**src/rtl/ttb_pkg.sv**
```systemverilog
// Shared types and constants of the connection timer table.
`default_nettype none

package ttb_pkg;

    // Request codes of the input word
    localparam logic [1:0] REQ_TICK   = 2'd0;
    localparam logic [1:0] REQ_ARM_TW = 2'd1;
    localparam logic [1:0] REQ_ARM_RT = 2'd2;
    localparam logic [1:0] REQ_STOP   = 2'd3;

    // Event codes of the result word
    localparam logic [1:0] EV_CLOSE   = 2'd0;
    localparam logic [1:0] EV_RETRANS = 2'd1;
    localparam logic [1:0] EV_RESET   = 2'd2;

    // Configuration register indexes
    localparam logic [1:0] CFG_TICK_STEP       = 2'd0;
    localparam logic [1:0] CFG_TIMEWAIT_LENGTH = 2'd1;
    localparam logic [1:0] CFG_RETRANS_BASE    = 2'd2;
    localparam logic [1:0] CFG_RETRY_LIMIT     = 2'd3;

    localparam logic [31:0] TICK_STEP_RST       = 32'd100000;
    localparam logic [31:0] TIMEWAIT_LENGTH_RST = 32'd2000000;
    localparam logic [31:0] RETRANS_BASE_RST    = 32'd200000;
    localparam logic [2:0]  RETRY_LIMIT_RST     = 3'd3;

    localparam int TIME_W  = 32;
    localparam int COUNT_W = 3;

    typedef struct packed {
        logic [1:0] req_type;
        logic [3:0] slot;
    } in_word_t;

    typedef struct packed {
        logic [1:0] event_kind;
        logic [3:0] slot_id;
        logic [2:0] retry_count;
        logic       last_event;
    } out_word_t;

    // One timer entry as kept in the table memory
    typedef struct packed {
        logic                is_retrans;
        logic [COUNT_W-1:0]  retries;
        logic [TIME_W-1:0]   remaining;
    } slot_word_t;

    // Outcome of one slot visit during a tick
    typedef struct packed {
        logic               hit;
        logic [1:0]         kind;
        logic [COUNT_W-1:0] count;
        logic               keep_active;
    } slot_result_t;

endpackage

`default_nettype wire

```
**src/rtl/ttb_timer_mem.sv**
```systemverilog
// Timer entry memory: one write port, one registered read port.
`default_nettype none

module ttb_timer_mem #(
    parameter int DEPTH = 16,
    parameter int AW    = 4
) (
    input  wire logic               aclk,
    input  wire logic               we,
    input  wire logic [AW-1:0]      waddr,
    input  wire ttb_pkg::slot_word_t wdata,
    input  wire logic [AW-1:0]      raddr,
    output ttb_pkg::slot_word_t     rdata
);

    ttb_pkg::slot_word_t mem [DEPTH];
    ttb_pkg::slot_word_t rdata_reg;

    always_ff @(posedge aclk) begin
        if (we) begin
            mem[waddr] <= wdata;
        end
        rdata_reg <= mem[raddr];
    end

    assign rdata = rdata_reg;

endmodule

`default_nettype wire

```
**src/rtl/ttb_slot_alu.sv**
```systemverilog
// Shared per-slot unit: saturating decrement, expiry check and backoff reload.
`default_nettype none

module ttb_slot_alu (
    input  wire ttb_pkg::slot_word_t          word_in,
    input  wire logic                         active,
    input  wire logic [ttb_pkg::TIME_W-1:0]   tick_step,
    input  wire logic [ttb_pkg::TIME_W-1:0]   retrans_base,
    input  wire logic [ttb_pkg::COUNT_W-1:0]  retry_limit,
    output ttb_pkg::slot_word_t               word_out,
    output ttb_pkg::slot_result_t             result
);

    localparam int WIDE_W = ttb_pkg::TIME_W + 7;

    logic [ttb_pkg::TIME_W-1:0]  dec;
    logic [ttb_pkg::COUNT_W-1:0] cnt_inc;
    logic [WIDE_W-1:0]           wide;
    logic [ttb_pkg::TIME_W-1:0]  reload;
    logic                        expired;

    always_comb begin
        dec     = (word_in.remaining > tick_step) ? word_in.remaining - tick_step
                                                  : '0;
        expired = active && (dec == '0);
        cnt_inc = word_in.retries + ttb_pkg::COUNT_W'(1);
        wide    = WIDE_W'(retrans_base) << cnt_inc;
        // Saturate when any bit shifts past the top of the timer width
        reload  = (|wide[WIDE_W-1:ttb_pkg::TIME_W]) ? '1 : wide[ttb_pkg::TIME_W-1:0];

        word_out           = word_in;
        word_out.remaining = dec;
        result.hit         = expired;
        result.kind        = ttb_pkg::EV_CLOSE;
        result.count       = '0;
        result.keep_active = active;

        if (expired) begin
            if (!word_in.is_retrans) begin
                result.keep_active = 1'b0;
            end else if (word_in.retries < retry_limit) begin
                result.kind        = ttb_pkg::EV_RETRANS;
                result.count       = cnt_inc;
                word_out.retries   = cnt_inc;
                word_out.remaining = reload;
            end else begin
                result.kind        = ttb_pkg::EV_RESET;
                result.count       = word_in.retries;
                result.keep_active = 1'b0;
            end
        end
    end

endmodule

`default_nettype wire

```
**src/rtl/tcp_timer_table_backoff.sv**
```systemverilog
// Top level of the connection timer table with retransmission backoff.
`default_nettype none

// A table of NUM_TIMERS connection timers, each a time-wait or a
// retransmission timer. Input words are requests: arm time-wait, arm
// retransmission and stop act on one slot and give no result; a slot
// number at or above NUM_TIMERS is ignored. A tick walks the table in
// ascending slot order, one slot per cycle unless the result port stalls,
// through a shared decrement/compare/shift unit, and emits one result word
// per expired timer: close for time-wait, retransmit (count raised, timer
// reloaded to retrans_base << count, saturating) or reset once the count has
// reached retry_limit. last_event marks the final word of a tick; a tick
// with no expiry gives no words. A tick occupies the block through a step
// that starts the table read, one step per slot and a step that releases
// the held-back final word, and waits while the result port stalls. The
// entries live in a single-port-write, registered-read memory, which sets
// the one-slot-per-cycle pace; the active flags are flip-flops cleared by
// reset, so no clearing pass is needed. Configuration is a plain write port
// (cfg_wr_en, cfg_addr, cfg_wdata) to be used only while the block is idle.
module tcp_timer_table_backoff #(
    parameter int NUM_TIMERS = 16
) (
    input  wire logic              aclk,
    input  wire logic              aresetn,

    input  wire logic              s_valid,
    output logic                   s_ready,
    input  wire ttb_pkg::in_word_t s_data,

    output logic                   m_valid,
    input  wire logic              m_ready,
    output ttb_pkg::out_word_t     m_data,

    input  wire logic              cfg_wr_en,
    input  wire logic [1:0]        cfg_addr,
    input  wire logic [31:0]       cfg_wdata
);

    localparam int IW = (NUM_TIMERS > 1) ? $clog2(NUM_TIMERS) : 1;
    localparam int CW = ((IW > 4) ? IW : 4) + 1;

    typedef enum logic [3:0] {
        ST_IDLE  = 4'b0001,
        ST_PREP  = 4'b0010,
        ST_SCAN  = 4'b0100,
        ST_FLUSH = 4'b1000
    } state_t;

    state_t                state_reg, state_next;
    logic [IW-1:0]         idx_reg, idx_next;
    logic [NUM_TIMERS-1:0] active_reg, active_next;

    // One result held back until we know whether another follows it
    logic                  pend_valid_reg, pend_valid_next;
    ttb_pkg::out_word_t    pend_reg, pend_next;

    logic                  m_valid_reg, m_valid_next;
    ttb_pkg::out_word_t    m_data_reg, m_data_next;

    logic [31:0]           tick_step_reg;
    logic [31:0]           timewait_length_reg;
    logic [31:0]           retrans_base_reg;
    logic [2:0]            retry_limit_reg;

    logic                  mem_we;
    logic [IW-1:0]         mem_waddr;
    ttb_pkg::slot_word_t   mem_wdata;
    logic [IW-1:0]         mem_raddr;
    ttb_pkg::slot_word_t   mem_rdata;

    ttb_pkg::slot_word_t   alu_word;
    ttb_pkg::slot_result_t alu_res;

    logic [CW-1:0]         slot_ext;
    logic [CW-1:0]         idx_ext;
    logic [IW-1:0]         slot_idx;
    logic                  slot_in_range;
    logic                  can_push;
    logic                  scan_stall;
    logic                  idx_last;

    ttb_timer_mem #(
        .DEPTH (NUM_TIMERS),
        .AW    (IW)
    ) u_mem (
        .aclk  (aclk),
        .we    (mem_we),
        .waddr (mem_waddr),
        .wdata (mem_wdata),
        .raddr (mem_raddr),
        .rdata (mem_rdata)
    );

    ttb_slot_alu u_alu (
        .word_in      (mem_rdata),
        .active       (active_reg[idx_reg]),
        .tick_step    (tick_step_reg),
        .retrans_base (retrans_base_reg),
        .retry_limit  (retry_limit_reg),
        .word_out     (alu_word),
        .result       (alu_res)
    );

    assign slot_ext      = CW'(s_data.slot);
    assign slot_in_range = slot_ext < CW'(NUM_TIMERS);
    assign slot_idx      = slot_ext[IW-1:0];
    assign idx_ext       = CW'(idx_reg);
    assign idx_last      = idx_reg == IW'(NUM_TIMERS - 1);
    assign can_push      = !m_valid_reg || m_ready;
    // Hold the scan when a new expiry needs the pending slot and the port is full
    assign scan_stall    = alu_res.hit && pend_valid_reg && !can_push;

    assign s_ready = state_reg == ST_IDLE;
    assign m_valid = m_valid_reg;
    assign m_data  = m_data_reg;

    always_comb begin
        state_next      = state_reg;
        idx_next        = idx_reg;
        active_next     = active_reg;
        pend_valid_next = pend_valid_reg;
        pend_next       = pend_reg;
        m_valid_next    = m_valid_reg && !m_ready;
        m_data_next     = m_data_reg;
        mem_we          = 1'b0;
        mem_waddr       = idx_reg;
        mem_wdata       = alu_word;
        mem_raddr       = idx_reg;

        case (state_reg)
            ST_IDLE: begin
                if (s_valid) begin
                    if (s_data.req_type == ttb_pkg::REQ_TICK) begin
                        idx_next   = '0;
                        state_next = ST_PREP;
                    end else if (slot_in_range) begin
                        if (s_data.req_type == ttb_pkg::REQ_STOP) begin
                            active_next[slot_idx] = 1'b0;
                        end else begin
                            // Arm: overwrite the entry and restart its count
                            active_next[slot_idx] = 1'b1;
                            mem_we               = 1'b1;
                            mem_waddr            = slot_idx;
                            mem_wdata.is_retrans = s_data.req_type == ttb_pkg::REQ_ARM_RT;
                            mem_wdata.retries    = '0;
                            mem_wdata.remaining  =
                                (s_data.req_type == ttb_pkg::REQ_ARM_RT) ?
                                retrans_base_reg : timewait_length_reg;
                        end
                    end
                end
            end
            ST_PREP: begin
                // Read of slot zero is in flight
                state_next = ST_SCAN;
            end
            ST_SCAN: begin
                if (!scan_stall) begin
                    if (active_reg[idx_reg]) begin
                        mem_we = 1'b1;
                    end
                    active_next[idx_reg] = alu_res.keep_active;
                    if (alu_res.hit) begin
                        if (pend_valid_reg) begin
                            m_valid_next = 1'b1;
                            m_data_next  = pend_reg;
                        end
                        pend_valid_next       = 1'b1;
                        pend_next.event_kind  = alu_res.kind;
                        pend_next.slot_id     = idx_ext[3:0];
                        pend_next.retry_count = alu_res.count;
                        pend_next.last_event  = 1'b0;
                    end
                    if (idx_last) begin
                        state_next = ST_FLUSH;
                    end else begin
                        idx_next  = idx_reg + IW'(1);
                        mem_raddr = idx_reg + IW'(1);
                    end
                end
            end
            ST_FLUSH: begin
                if (!pend_valid_reg) begin
                    state_next = ST_IDLE;
                end else if (can_push) begin
                    m_valid_next           = 1'b1;
                    m_data_next            = pend_reg;
                    m_data_next.last_event = 1'b1;
                    pend_valid_next        = 1'b0;
                    state_next             = ST_IDLE;
                end
            end
            default: begin
                state_next = ST_IDLE;
            end
        endcase
    end

    always_ff @(posedge aclk) begin
        if (!aresetn) begin
            state_reg           <= ST_IDLE;
            idx_reg             <= '0;
            active_reg          <= '0;
            pend_valid_reg      <= 1'b0;
            m_valid_reg         <= 1'b0;
            tick_step_reg       <= ttb_pkg::TICK_STEP_RST;
            timewait_length_reg <= ttb_pkg::TIMEWAIT_LENGTH_RST;
            retrans_base_reg    <= ttb_pkg::RETRANS_BASE_RST;
            retry_limit_reg     <= ttb_pkg::RETRY_LIMIT_RST;
        end else begin
            state_reg      <= state_next;
            idx_reg        <= idx_next;
            active_reg     <= active_next;
            pend_valid_reg <= pend_valid_next;
            m_valid_reg    <= m_valid_next;
            if (cfg_wr_en) begin
                case (cfg_addr)
                    ttb_pkg::CFG_TICK_STEP:       tick_step_reg       <= cfg_wdata;
                    ttb_pkg::CFG_TIMEWAIT_LENGTH: timewait_length_reg <= cfg_wdata;
                    ttb_pkg::CFG_RETRANS_BASE:    retrans_base_reg    <= cfg_wdata;
                    ttb_pkg::CFG_RETRY_LIMIT:     retry_limit_reg     <= cfg_wdata[2:0];
                    default: begin
                    end
                endcase
            end
        end
    end

    // Payload registers carry no reset
    always_ff @(posedge aclk) begin
        pend_reg   <= pend_next;
        m_data_reg <= m_data_next;
    end

endmodule

`default_nettype wire
```
**config.mk**
```make
export PLATFORM = sky130hd
export DESIGN_NAME = tcp_timer_table_backoff
export DESIGN_NICKNAME = d
export VERILOG_FILES = /design/src/rtl/ttb_pkg.sv /design/src/rtl/ttb_timer_mem.sv /design/src/rtl/ttb_slot_alu.sv /design/src/rtl/tcp_timer_table_backoff.sv
export SDC_FILE = /design/constraint.sdc
export NUM_CORES = 1
export LEC_CHECK = 0
export BUFFER_PORTS_ARGS = -buffer_cell sky130_fd_sc_hd__clkbuf_2
export CAP_MARGIN = 15
export CORE_ASPECT_RATIO = 2
export CORE_MARGIN = 2
export CORE_UTILIZATION = 40
export DETAILED_ROUTE_END_ITERATION = 16
export GPL_ROUTABILITY_DRIVEN = 1
export PLACE_DENSITY = 0.59
export RECOVER_POWER = 25
export SLEW_MARGIN = 40
export SYNTH_ARGS = -nofsm -noshare
export SYNTH_HDL_FRONTEND = slang
export SYNTH_SLANG_ARGS = --single-unit
```
**constraint.sdc**
```tcl
create_clock -name aclk -period 4.8 [get_ports aclk]
set_clock_uncertainty 0.15 [all_clocks]
set_input_delay 0.96 -clock aclk [delete_from_list [all_inputs] [get_ports aclk]]
set_output_delay 0.96 -clock aclk [all_outputs]
set_load 0.01 [all_outputs]
```
# Yosys cells after proc, flatten, opt, wreduce, memory -nomap -nowiden
# Memory sizes are Yosys's and may differ from the RTL's. A register that Yosys moved wholly into a read port is not among the register bits.
# Index checks and enable logic that the tools add are counted.
classes:
  shift: 1
  muxes: 72
  n_lt_le_gt_ge: 7
  n_eq_ne: 21
  add_sub_neg: 3
  reduce_logical: 27
  bitwise_logic: 4
ops:
  columns: ["cell", "count"]
  rows:
  - ["36-bit 2-to-1 mux", 5]
  - ["35-bit 2-to-1 mux", 3]
  - ["32-bit 2-to-1 mux", 3]
  - ["16-bit 2-to-1 mux", 5]
  - ["4-bit 2-to-1 mux", 16]
  - ["10-bit 2-to-1 mux", 5]
  - ["32-bit by 3-bit << shifter with 39-bit output", 1]
  - ["32-bit greater-than comparator", 1]
  - ["32-bit logical NOT", 1]
  - ["16-bit case mux with 2 select lines", 1]
  - ["32-bit subtractor", 1]
  - ["1-bit 2-to-1 mux", 23]
  - ["10-bit case mux with 2 select lines", 1]
  - ["16-bit bitwise AND", 1]
  - ["16-bit bitwise mux", 1]
  - ["16-bit NOT", 1]
  - ["16-bit OR", 1]
  - ["4-bit case mux with 4 select lines", 1]
  - ["4-bit by 5-bit less-than comparator with 1-bit output (second input constant)", 3]
  - ["2-bit != test (second input constant)", 7]
  - ["2-bit AND reduction", 5]
  - ["5-bit AND reduction", 2]
  - ["3-bit AND reduction", 3]
  - ["1-bit demux with 4-bit select", 2]
  - ["other kinds (24)", 42]
word_totals:
  input_bits: 45
  memories: 1
  elab_cells: 152
  reg_bits: 144
  ramBits: 576
memory_table:
  columns: ["memory", "depth", "width", "read_ports", "rd_clocked_by_memory_dff", "write_ports", "line", "rtl"]
  rows:
  - ["u_mem.mem", 16, 36, 1, 1, 1, "ttb_timer_mem.sv:16", "ttb_pkg::slot_word_t mem [DEPTH];"]

# Logic depth before layout (Yosys ltp)
# Gate-level depths: netlist (run 1).
logic_depth:
  ltp_word: 12
  ltp_mapped: 19
  depth_no_buf: 16

# Cells and area by module
# From an unflattened synthesis (run 1), not the netlist that was laid out.
hier_totals:
  hier_cells: 2368
  hier_area_um2: 33116.8
modules_own_cells:
  columns: ["mod", "area_per_inst_um2", "n_inst", "cells_per_inst"]
  rows:
  - ["ttb_timer_mem", 22318.9, 1, 938]
  - ["tcp_timer_table_backoff", 6825.3, 1, 836]
  - ["ttb_slot_alu", 3972.6, 1, 594]

# Worst setup path after synthesis (run 1)
# No wires, ideal clock.
synth_timing:
  path_kind: "register to register"
  from: "register tick_step_reg[18]"
  to: "memory u_mem.mem[12][0] (netlist bit), enable pin"
  stages_incl_launch_ff: 16
  arrival_ns: 4.774
  synth_period_minus_slack_ns: 5.353
  path_buffers: 1
  setup_slack_ns: -0.553
  cell_sequence: "dfxtp_1 > inv_1 > ha_1 > clkbuf_1 > nand4_1 > nor3_1 > nand4_1 > o21ai_1 > nor2_1 > a311o_1 > o2111ai_1 > nor4_2 > nor3_1 > a32o_1 > nand2_1 > nor2_1"
synth_via:
  elab_chain_len: 10
  word_cells_on_any_way: 11
  cone_classes: "1 x add/sub; 1 x order compare; 5 x mux; 4 x reduce/logical"
synth_rtl:
  columns: ["element", "line", "rtl"]
  rows:
  - ["from (decl)", "tcp_timer_table_backoff.sv:60", "logic [31:0] tick_step_reg;"]
  - ["from (signal assigned)", "tcp_timer_table_backoff.sv:206", "tick_step_reg <= ttb_pkg::TICK_STEP_RST;"]
  - ["from (signal assigned)", "tcp_timer_table_backoff.sv:218", "ttb_pkg::CFG_TICK_STEP: tick_step_reg <= cfg_wdata;"]
  - ["32-bit subtractor or 32-bit greater-than comparator (tied branches)", "ttb_slot_alu.sv:23", "dec = (word_in.remaining > tick_step) ? word_in.remaining - tick_step"]
  - ["32-bit 2-to-1 mux *", "ttb_slot_alu.sv:23", null]
  - ["32-bit logical NOT *", "ttb_slot_alu.sv:25", "expired = active && (dec == '0);"]
  - ["1-bit logical AND *", "ttb_slot_alu.sv:25", null]
  - ["1-bit logical AND * (2 in a row)", "tcp_timer_table_backoff.sv:111", "assign scan_stall = alu_res.hit && pend_valid_reg && !can_push;"]
  - ["1-bit 2-to-1 mux *", "tcp_timer_table_backoff.sv:158", "if (!scan_stall) begin"]
  - ["1-bit case mux with 2 select lines *", "tcp_timer_table_backoff.sv:130", "case (state_reg)"]
  - ["1-bit 2-to-1 mux *", "ttb_timer_mem.sv:20", "if (we) begin"]
  - ["1-bit 2-to-1 mux (not written as such) *", "ttb_timer_mem.sv:21", "mem[waddr] <= wdata;"]
  - ["to (decl)", "ttb_timer_mem.sv:16", null]
# Mark *: on every way between the ends. The rest lies on a longest branch, timed or not.

# Worst setup path after layout (run 1)
layout_timing:
  from: "register tick_step_reg[0]"
  to: "register, netlist name u_mem.rdata[1]"
layout_via:
  elab_chain_len: 8
  word_cells_on_any_way: 9
  cone_classes: "1 x add/sub; 1 x order compare; 3 x mux; 4 x reduce/logical"
layout_rtl:
  columns: ["element", "line"]
  rows:
  - ["32-bit subtractor or 32-bit greater-than comparator (tied branches)", "ttb_slot_alu.sv:23"]
  - ["32-bit 2-to-1 mux *", "ttb_slot_alu.sv:23"]
  - ["32-bit logical NOT *", "ttb_slot_alu.sv:25"]
  - ["1-bit logical AND *", "ttb_slot_alu.sv:25"]
  - ["1-bit logical AND * (2 in a row)", "tcp_timer_table_backoff.sv:111"]
  - ["4-bit 2-to-1 mux *", null]
  - ["4-bit 2-to-1 mux *", "tcp_timer_table_backoff.sv:130"]
# Marked as above.
# A chain may end at the register's enable or synchronous reset.

==> flow_summary.ini, run 1 <==
[outcome]
status = finished, violations left
violations = capacitance limit, slew limit, setup timing

[flow_run]
max_cap_violations = 1

[timing]
fin_ws_ns = -0.5523
finalCritPeriodShare = 1.115
slew_headroom = -0.2018
period_needed_ns = 5.352
slew_viol_final = 33
fin_tns_setup_ns = -291.71
rsz0062_at_grt = yes
hold_viol_final = 0
setup-violations-final = 1193
whs_ns = 0.2699
fmax_mhz = 186.8
worstMarginPinSlew_ns = 1.803

[floorplan]
rows = 152
coreArea_um2 = 85960
die-area_um2 = 89260
start_util = 0.4037
die_w_um = 212.3
die_h_um = 420.5
ios = 57

[worst_setup_path]
endpoint = u_mem.rdata[1]$_DFF_P_
crit_fanout = 7
start_kind = register
r2r_cells = 21
worst-setup-path-type = register to register
rrSetupSlack_ns = -0.55
r2r_start = tick_step_reg[0]$_SDFFE_PN0P_
arrival_ns = 5.69
cp-startpoint = tick_step_reg[0]$_SDFFE_PN0P_
critPathRequiredTime_ns = 5.13
r2r-end = u_mem.rdata[1]$_DFF_P_
setup.worst_path.end_class = register

[final_layout]
drive_gt1_frac = 0.3082
final_util = 0.5375
nets = 3451
syn_to_final_growth_pct = 33.16
antenna_cells = 0
largest_reg_flops = 576

[placed_design]
dp_hpwl_mm = 81.58
port_buffers = 56
gp_congestion = 0.9797

[clock_tree]
clk_pin_slew_worst_paths_ns = 0.07
cts.sinks = 756
cts_tree = yes
cts_root_buffer = clkbuf_16
cts_buffer_depth = 3
h-tree-depth = 3
clkLatencyLatePin_ns = 0.67
cts-buffers-inserted = 68

[synth]
synth-main-ff-cell = edfxtp_1
synth_edf_count = 595
ys_types = 90
synth_top_area_cell = edfxtp_1
yosysTopAreaCellShare = 0.5149
synth_area_leaders = edfxtp_1 51%, dfxtp_1 9.3%, mux2i_1 7.0%
avgSynthCellArea_um2 = 12.11
synth.most_common_cell = edfxtp_1
synthArstFlopShare = 0
ys_ff_latch = 756
synth_area_um2 = 34700
ys.warnings.count = 0
synth_nets = 2953
synthTopCellsByCount = 595 x edfxtp_1, 324 x nand2_1, 242 x mux2i_1, 164 x a21oi_1, 161 x dfxtp_1
syn_inst = 2865
seq_area_frac_synth = 0.6078

[routing]
dr_total_vias = 27414
antenna_left = 0
routed_wl_mm = 123.9
first_iter_violations = 2592
wire_per_inst_um = 27.10
vias_per_cell = 5.996
drcViolationCount = 0
drt_pass1_iterations = 6

[global_route]
grt_pass1_wl_mm = 172.3
grt.overflow.total = 0
antenna_found_initial = 1
first_global_vias = 27122
grt_max_degree = 65
grt.total_usage = 0.2633

[pwr]
peakVddDrop_mv = 0.3264
cellLeakagePower_nw = 16.04
power-per-cell-area_nw_per_um2 = 424.2
finalPower_w = 0.01960

[min_path]
hold_class = register to register
[layout by cell type, fill, tap and decap left out, types with 55 or more instances in the layout]
cell type,count
nor2_1,80
clkbuf_2,55
clkbuf_16,90
a21oi_1,122
buf_4,351
mux2i_1,219
o21ai_0,99
o22ai_1,144
a211oi_1,70
buf_12,112
dfxtp_1,152
edfxtp_1,595
nand3_1,78
nand2_1,316
[worst min-delay path by stage]
stage,to,startpoint,depth (start not counted)
detailed placement,m_data[3]$_DFFE_PP_,pend_reg[3]$_SDFFCE_PN0P_,0
global placement,m_data[2]$_DFFE_PP_,pend_reg[2]$_SDFFCE_PN0P_,0
finish,m_data[3]$_DFFE_PP_,pend_reg[3]$_SDFFCE_PN0P_,0
global route,m_data[4]$_DFFE_PP_,pend_reg[4]$_DFFE_PP_,0
floorplan,m_data[1]$_DFFE_PP_,pend_reg[1]$_SDFFCE_PN0P_,0
CTS,m_data[3]$_DFFE_PP_,pend_reg[3]$_SDFFCE_PN0P_,0
[logic make-up after synthesis]
family / synth area share
adders and majority gates: 0.01572
muxes: 0.08679
DFF: 0.6078
xor gates and xnor gates: 0.004291
buffers and inverters: 0.03234
and+or+nand+nor: 0.09815
AOI/OAI and AO/OA: 0.1549
[where the power goes]
part / total [W] / internal [W] / switching [W]
Clock: 0.00558 / 0.00302 / 0.00256
Sequential: 0.00812 / 0.00797 / 0.000147
Combinational: 0.00590 / 0.00260 / 0.00330
[metal layers]
layer	wire, µm	GRT usage	vias to the layer above
met5	13	0	-
li1	-	-	12100
met3	7320	0.03841	331
met1	43500	0.2831	13742
met2	65060	0.4824	1239
met4	8020	0.1607	2
[worst max-delay path, cell delays in order (launching register included)]
cell,delay [ns]
dfxtp_2,0.36
ha_4,0.14
fa_2,0.23
nor2b_4,0.05
o31a_4,0.31
buf_6,0.13
o211a_4,0.28
nor4_4,0.18
o32ai_2,0.13
or4_1,0.48
or4b_4,0.52
buf_6,0.14
nor4_4,0.32
buf_4,0.21
a21oi_4,0.09
nand2_8,0.14
buf_6,0.14
buf_16,0.14
buf_8,0.13
mux2i_2,0.24
o2bb2ai_1,0.08
or4_4,0.59
[repair_timing]
| item | in CTS | in global routing |
|---|---|---|
| buffers inserted | 47 | 56 |
| resized for setup | 162 | 224 |
| endpoints found under the setup margin | 1211 | 1216 |
| pin swaps | 31 | 50 |
| hold buffers | 0 | 0 |
| gates cloned | 14 | 24 |
[metrics by stage]
stage               setup slack (ns)  std cells  instance area, µm²
detailed placement            -1.013       4319               40390
CTS                          -0.5748       4504               44200
global route                 -0.6525       4572               46210
finish                       -0.5523       4572               46210
global placement              -1.058       4319               40390
floorplan                    -0.4557       2865               34970
[final cells by class]
| class | instances | area [µm²] |
|---|---|---|
| clock buffer | 85 | 1817 |
| tap | 1155 | 1445 |
| inverter | 57 | 214.0 |
| timing repair buffer | 627 | 6940 |
| fill | 7162 | 39760 |
| sequential | 756 | 21100 |
| multi-input combinational | 1853 | 14280 |
| clock inverter | 39 | 410.4 |
(Power assumes the default switching activity.)
==> run 2: changes to the inputs <==
- TNS_END_PERCENT: unset -> 50
==> run 2 against run 1 <==
Net effect:
- the flow still finishes with violations (capacitance limit, slew limit, setup timing)
- die area unchanged
- maximum frequency shrank 2.2%
- cell count down 1.2%
- utilization down 2.8 points
- non-clock buffer count fell by 54
- clock power grew 0.9%
- sequential share of layout area up 2.5 points
- setup slack worse by 0.12 ns
- sequential power about the same
- via count decreased by 2.2%
- routed wire length down 5.7%
- design area shrank 5.2%
- critical path type unchanged
==> flow_summary.ini, run 2 (synthesized netlist as in run 1, its figures left out) <==
[outcome]
status = finished, violations left
violations = capacitance limit, slew limit, setup timing

[timing]
fmax_mhz = 182.7
slew_headroom = -0.3597
setup-violations-final = 1182
period_needed_ns = 5.475
fin_ws_ns = -0.6749
slew_viol_final = 72
hold_viol_final = 0
worstMarginPinSlew_ns = 2.040
rsz0062_at_grt = yes
finalCritPeriodShare = 1.141

[final_layout]
largest_reg_flops = 576
n_fill_cell = 7447
drive_gt1_frac = 0.2604
layout_common_cells = 595 x edfxtp_1, 401 x buf_4, 321 x nand2_1, 238 x mux2i_1, 151 x a21oi_1
final_common_cell = edfxtp_1
syn_to_final_growth_pct = 26.29
multi_input_area_um2 = 13400
finish.instance_area_um2 = 43820
stdcell_count = 4519
nets = 3397
seqCellArea_um2 = 21110
antenna_cells = 0

[global_route]
grt_max_degree = 69
grt.total_usage = 0.2578
met2_usage = 0.4848
top_usage_layer = met2
grt.overflow.total = 0
met1_usage = 0.2674
grt_pass1_wl_mm = 169.1
first_global_vias = 27136
antenna_found_initial = 0
grt_util_met3 = 0.03490

[worst_setup_path]
slowest_delay_ns = 0.33
setup.worst_path.end_class = register
arrival_ns = 5.72
cp_slowest_cell = dfxtp_2
worst-setup-path-type = register to register
critPathRequiredTime_ns = 5.04
crit_fanout = 8
start_kind = register
cp_common_cell = buf_4
rrSetupSlack_ns = -0.67

[clock_tree]
cts_buffer_depth = 3
cts.sinks = 756
clk_pin_slew_worst_paths_ns = 0.07
h-tree-depth = 3
cts_tree = yes
cts_root_buffer = clkbuf_16
cts-buffers-inserted = 68
clkLatencyLatePin_ns = 0.67

[pwr]
cellLeakagePower_nw = 15.12
peakVddDrop_mv = 0.2792
power-per-cell-area_nw_per_um2 = 418.5

[floorplan]
start_util = 0.4037
die_h_um = 420.5
ios = 57
die-area_um2 = 89260
coreArea_um2 = 85960
die_w_um = 212.3
rows = 152

[routing]
drt_pass1_iterations = 6
drcViolationCount = 0
antenna_left = 0
routed_wl_mm = 116.8
wire_per_inst_um = 25.85
vias_per_cell = 5.932
dr_total_vias = 26807
first_iter_violations = 2249

[placed_design]
dp_hpwl_mm = 79.35
place_inst = 4331
port_buffers = 56
gp_congestion = 1.040
dpl_cell_area_um2 = 40070
place_ws_ns = -1.238

[min_path]
hold_class = register to register

[flow_run]
max_cap_violations = 2
-- run 2: changes by cell type in the layout (fill, tap and decap cells not counted), sizes merged --
cell	previous run	this run
buf	547	510
bufinv	5	6
inv	62	60
clkbuf	165	147
clkinv	28	27
clkinvlp	1	5
-- run 2: layout make-up --
| type | instances | share of cell area |
|---|---|---|
| clock buffers | 84 | 0.04163 |
| clock inverters | 41 | 0.01045 |
| inverters | 57 | 0.004882 |
| multi-input cells | 1853 | 0.3059 |
| flip-flops and latches | 756 | 0.4817 |
| well taps | 1155 | 0.03298 |
| repair buffers | 573 | 0.1225 |
-- run 2: per-layer routing --
metal,wire length (µm),vias to the layer above
met5,0,-
met4,8079,0
met3,6111,336
met2,62130,1145
met1,40480,13326
li1,-,12000
-- run 2: worst paths after layout --
check | start | to | depth (start not counted)
max | tick_step_reg[12]$_SDFFE_PN0P_ | u_mem.mem[10][13]$_DFFE_PP_ | 33
max reg2reg | tick_step_reg[12]$_SDFFE_PN0P_ | u_mem.mem[10][13]$_DFFE_PP_ | 33
min reg2reg | pend_reg[2]$_SDFFCE_PN0P_ | m_data[2]$_DFFE_PP_ | 0
min | pend_reg[2]$_SDFFCE_PN0P_ | m_data[2]$_DFFE_PP_ | 0
-- run 2: repair_timing --
item                       in CTS  in global routing
cloned                          6                  2
resized for setup             137                 55
pin swaps                      36                 20
hold buffers                    0                  0
setup endpoints to repair    1216               1209
buffers inserted               54                  4
-- run 2: worst max-delay path: cells and delay by family (launching register included) --
family | cells | cell delay, ns
AOI/OAI and AO/OA | 6 | 1.10
DFF | 1 | 0.33
buffers and inverters | 26 | 3.33
adders and majority gates | 1 | 0.29
-- run 2: report_power, final --
part / switching (W) / internal (W) / total [W]
registers: 0.000155 / 0.00798 / 0.00813
clock network: 0.00255 / 0.00308 / 0.00563
logic: 0.00281 / 0.00177 / 0.00458
-- run 2: per-stage QoR --
stage                     utilization  hold slack, ns  TNS [ns]  power [W]
after global routing           0.5098          0.2835   -424.59    0.01898
after CTS                      0.5063          0.2715   -178.29    0.01826
final                          0.5098          0.2679   -262.70    0.01834
after detailed placement       0.4661          0.2552   -850.34    0.01234
after global placement         0.4654          0.2528   -921.69    0.01226
after floorplan                     -          0.2503   -396.99    0.01026
